## src/rtl/ilir_pkg.sv

```systemverilog
`timescale 1ns / 1ps

package ilir_pkg;

    localparam int DEPTH    = 64;
    localparam int VALUE_W  = 32;
    localparam int IDX_W    = 7;
    localparam int CNT_W    = 7;
    localparam int POS_W    = $clog2(DEPTH);
    localparam int GRP_SIZE = 8;
    localparam int GRP_CNT  = (DEPTH + GRP_SIZE - 1) / GRP_SIZE;
    localparam int SHRINK_STEPS = $clog2(DEPTH);

    typedef enum logic [1:0] {
        OP_INSERT = 2'd0,
        OP_REMOVE = 2'd1,
        OP_GET    = 2'd2,
        OP_SET    = 2'd3
    } op_t;

    typedef enum logic [1:0] {
        STAT_OK    = 2'd0,
        STAT_RANGE = 2'd1,
        STAT_FULL  = 2'd2
    } status_t;

    typedef enum logic [1:0] {
        ST_IDLE,
        ST_EXEC,
        ST_RESP
    } state_t;

    // command broadcast to every cell of the chain
    typedef struct packed {
        logic               ins;
        logic               rem;
        logic               wr;
        logic [IDX_W-1:0]   idx;
        logic [VALUE_W-1:0] value;
    } cell_cmd_t;

endpackage

```

## src/rtl/ilir_cell.sv

```systemverilog
`timescale 1ns / 1ps

module ilir_cell (
    input  logic                         aclk,
    input  ilir_pkg::cell_cmd_t          cmd,
    input  logic [ilir_pkg::POS_W-1:0]   pos,
    input  logic [ilir_pkg::VALUE_W-1:0] left_data,
    input  logic [ilir_pkg::VALUE_W-1:0] right_data,
    output logic [ilir_pkg::VALUE_W-1:0] data,
    output logic [ilir_pkg::VALUE_W-1:0] tap
);

    logic [ilir_pkg::VALUE_W-1:0] data_reg;
    logic [ilir_pkg::VALUE_W-1:0] data_next;
    logic [ilir_pkg::IDX_W-1:0]   pos_ext;
    logic                         at_idx;
    logic                         above_idx;

    assign pos_ext   = ilir_pkg::IDX_W'(pos);
    assign at_idx    = (pos_ext == cmd.idx);
    assign above_idx = (pos_ext > cmd.idx);

    always_comb begin
        data_next = data_reg;
        if (cmd.ins) begin
            if (above_idx) begin
                data_next = left_data;
            end else if (at_idx) begin
                data_next = cmd.value;
            end
        end else if (cmd.rem) begin
            // close the gap: take the upper neighbor
            if (above_idx || at_idx) begin
                data_next = right_data;
            end
        end else if (cmd.wr && at_idx) begin
            data_next = cmd.value;
        end
    end

    always_ff @(posedge aclk) begin
        data_reg <= data_next;
    end

    assign data = data_reg;
    assign tap  = at_idx ? data_reg : '0;

endmodule

```

## config.mk

```make
export PLATFORM = sky130hd
export DESIGN_NAME = ilir_cell
export DESIGN_NICKNAME = d
export VERILOG_FILES = /design/src/rtl/ilir_pkg.sv /design/src/rtl/ilir_cell.sv
export SDC_FILE = /design/constraint.sdc
export NUM_CORES = 1
export LEC_CHECK = 0
export BUFFER_PORTS_ARGS = -buffer_cell sky130_fd_sc_hd__buf_2
export CORE_MARGIN = 2
export CORE_UTILIZATION = 25
export CTS_CLUSTER_DIAMETER = 120
export DETAILED_ROUTE_END_ITERATION = 10
export GPL_ROUTABILITY_DRIVEN = 0
export GPL_TIMING_DRIVEN = 0
export PLACE_DENSITY = 0.54
export SLEW_MARGIN = 15
export SYNTH_ARGS = -nofsm -noshare
export SYNTH_HDL_FRONTEND = slang
export SYNTH_SLANG_ARGS = --single-unit
export TNS_END_PERCENT = 50
```

## constraint.sdc

```tcl
create_clock -name aclk -period 2.71 [get_ports aclk]
set_input_delay 0.1355 -clock aclk [delete_from_list [all_inputs] [get_ports aclk]]
set_output_delay 0.1355 -clock aclk [all_outputs]
set_load 0.01 [all_outputs]
```

Yosys cells after proc, flatten, opt, wreduce, memory -nomap -nowiden. Index checks and enable logic that the tools add are counted.

Register bits: 32. Input bits: 113. Word-level logic and storage cells: 16. Output and inout port bits: 64.

Equal/unequal tests: 3. Multiplexer cells: 7. Reduce and logical (&&, ||, !) cells: 4. $lt $le $gt $ge: 1.

Operator list (number): 2-to-1 mux 32 bit (7); == test 6 x 7 -> 1 bit (1); greater-than comparator 6 x 7 -> 1 bit (1); inequality test 3 x 1 -> 1 bit (second input constant) (2); AND reduction 3 bit (1); nonzero test 3 bit (1); logical AND 1 bit (1); logical OR 1 bit (1).

Depth between registers and ports, before layout.
Word-level depth: 5. Gate-level depth with buffers: 8. Mapped depth without buffers: 6.

Worst setup path after synthesis. OpenSTA, ideal clock, no wires.

Kind: in2reg. From: input cmd[34] (netlist name). To: register data_reg (netlist bit data[0]), enable pin. Stages on the path: 6. Buffers on the path: 1. Slack: -116 ps. Arrival time: 2397 ps. Cells stage by stage: inv_1 ha_1 and3_1 buf_2 a22oi_1 o2bb2ai_1.

Word-level cells in the longest chain between the ends: 4. Elaborated cells on any way between the ends: 8.

RTL lines: from (decl) (line ilir_cell.sv:5) `input ilir_pkg::cell_cmd_t cmd,`; greater-than comparator 6 x 7 -> 1 bit or == test 6 x 7 -> 1 bit (tied branches) (line ilir_cell.sv:21, ilir_cell.sv:20); logical OR 1 bit or logical AND 1 bit (tied branches) (line ilir_cell.sv:33, ilir_cell.sv:36); inequality test 3 x 1 -> 1 bit (no line) or nonzero test 3 bit (tied branches); AND reduction 3 bit (no line) *; to (signal assigned) (line ilir_cell.sv:42) `data_reg <= data_next;`; to (decl) (line ilir_cell.sv:13) `logic [ilir_pkg::VALUE_W-1:0] data_reg;`.

Mark *: on every way between the ends. The rest lies on a longest branch, timed or not. A chain may end at the register's enable or synchronous reset.

Worst setup path after layout.
From: input cmd[36] (netlist name). To: register data_reg (netlist bit data[16]), data pin.

Word-level cells in the longest chain between the ends: 3.

RTL lines: greater-than comparator 6 x 7 -> 1 bit (line ilir_cell.sv:21) `assign above_idx = (pos_ext > cmd.idx);`; 2-to-1 mux 32 bit (line ilir_cell.sv:26) `if (above_idx) begin`; 2-to-1 mux 32 bit (line ilir_cell.sv:25) `if (cmd.ins) begin`; via data_next, one bit (line ilir_cell.sv:14) `logic [ilir_pkg::VALUE_W-1:0] data_next;`.

The timed path passes the listed nets, and every way through them passes these cells.

==> qor.yml <==
outcome: "completed"
yosysWarningCount: 0
required_ns: 2.73
worst_slew_pin_slew_ns: 0.560
avgRoutedWirePerCell_um: 14.7
drtPass1Iterations: 4
rsz0062_at_grt: "no"
n_antenna_cell: 0
initial_core_util_pct: 25.3
yosysSeqAreaShare_pct: 41.7
grt_pass1_vias: 2250
synth_area_per_cell_sq_um: 10.8
ctsHoldBuffers: 0
maxSlewHeadroom_pct: 62.4
hp-class: "primary input to flop"
tritoncts: "done"
hold_violations: 0
die_y_um: 100
grt_max_degree: 18
fp-row-count: 35
endpoint_kind: "flop"
synth_top_family_by_area: "compound AO/OA/AOI/OAI gates"
ios: 177
drt_iter0_drc: 69
clk_path_buf_depth: 2
fill_cells: 941
synth_area_sq_um: 2310
p_leak_nw: 1.84
drt-vias-per-instance: 4.70
drive_above_1_share_pct: 49.5
core_area_sq_um: 9110
synthAdderAreaFrac_pct: 3.26
cts_buffers: 5
peakVddDrop_uv: 239
register_area_sq_um: 961
fin_util_pct: 38.1
finalCritPeriodShare_pct: 71.8
cts-root-buf: "clkbuf_8"
htreeDepth: 2
total_power_w: 0.00150
crit_fanout: 10
synth_nets: 333
cts_sinks: 32
track_usage_pct: 14.4
ctsResizeCount: 0
synthXorXnorAreaFrac_pct: 0
ant_nets: 0
ys_types: 29
synth_mux_area_share_pct: 13.9
die_w_um: 100
startpoint_type: "primary input"
route.vias.total: 2392
ys_ff_latch: 32
grt_pass1_wl_um: 11300
fin_nets: 516
path_class: "primary input to flop"
mostFrequentLayoutCells: "182 x buf_2, 33 x nand2_1, 33 x and3_1"
tns_ns: 0
slew_viol_final: 0
layout_commonest_cell: "buf_2"
fmax_ghz: 0.514
dp_hpwl_um: 6070
synth_simple_gate_area_share_pct: 17.2
clk_pin_slew_ns: 0.07
fin_crit_ns: 1.95
die-area_sq_um: 10000
synth_compound_area_share_pct: 17.9
setup_viol: 0
io_buffers: 175
cap_violations: 0
drc: 0
cts_setup_buffers: 0
largest_reg_flops: 32
powerDensity_nw_per_um2: 432
antenna_found_initial: 0
multi_input_area_sq_um: 1220
area_growth_pct: 50.6
synthCells: 214
grt-ovfl-total: 0
cp_data_arrival_time_ns: 1.97
finalWirelength_um: 7490
-- power by group --
| group | leakage (nW) | switching [W] | internal, W |
|---|---|---|---|
| Clock | 0.0532 | 0.000181 | 0.000268 |
| Sequential | 0.303 | 0.0000264 | 0.000617 |
| Combinational | 1.48 | 0.000205 | 0.000203 |
-- Yosys cell counts (all sizes together) --
cell type / count / area [sq um]
nand2: 34 / 130
and3: 33 / 206
edfxtp: 32 / 961
mux2i: 32 / 320
o221a: 31 / 349
buf: 11 / 76.3
clkbuf: 10 / 37.5
inv: 7 / 26.3
ha: 6 / 75.1
a21oi: 2 / 10.0
a22oi: 2 / 15.0
a211oi: 1 / 7.51
a221o: 1 / 10.0
and4b: 1 / 10.0
nand2b: 1 / 6.26
nand3b: 1 / 7.51
nand4b: 1 / 8.76
nor2: 1 / 3.75
nor2b: 1 / 6.26
nor3: 1 / 5.00
o211ai: 1 / 7.51
o21ai: 1 / 5.00
o2bb2ai: 1 / 8.76
or2: 1 / 6.26
or3: 1 / 6.26
-- critical path, cell delays in order --
cell      delay (ns)
buf_2           0.08
inv_1           0.03
ha_1            0.30
a211oi_1        0.07
nor3_1          0.48
o211ai_1        0.32
buf_2           0.28
o221a_1         0.28
-- cells by family after synthesis --
family | count (synthesis)
adders and majority gates | 6
DFF | 32
and+or+nand+nor | 76
AOI/OAI and AO/OA | 40
muxes | 32
buffers and inverters | 28
-- per-layer routing --
| layer | up-vias | track usage (%) | wire [um] |
|---|---|---|---|
| met5 | - | 0 | 0 |
| met4 | 0 | 4.21 | 112 |
| met3 | 7 | 2.65 | 384 |
| met2 | 89 | 25.5 | 3750 |
| met1 | 1097 | 18.0 | 3240 |
| li1 | 1199 | - | - |
-- stage by stage --
stage	area [sq um]	hold slack, ns	setup WS [ns]	cells
6_report	3470	0.198	0.765	509
5_1_grt	3470	0.184	0.635	509
4_1_cts	3470	0.189	0.730	509
3_5_place_dp	3370	0.491	0.432	501
3_3_place_gp	3330	0.485	-0.112	500
2_1_floorplan	2310	0.386	0.562	214
-- layout make-up --
type                    instances  area share (%)
well taps                     111            4.00
inverters                       7           0.756
plain buffers                  21            3.28
clock buffers                   5            1.98
multi-input cells             154            35.2
flip-flops and latches         32            27.7
clock inverters                 3            1.08
repair buffers                176            26.0
-- path summary, 6_finish.rpt --
| kind | slack [ns] | cells after the start | startpoint | end |
|---|---|---|---|---|
| setup / recovery | 0.76 | 8 | cmd[36] | data[16] |
| hold / removal | 0.20 | 2 | cmd[6] | data[6] |
(Power assumes the default switching activity.)
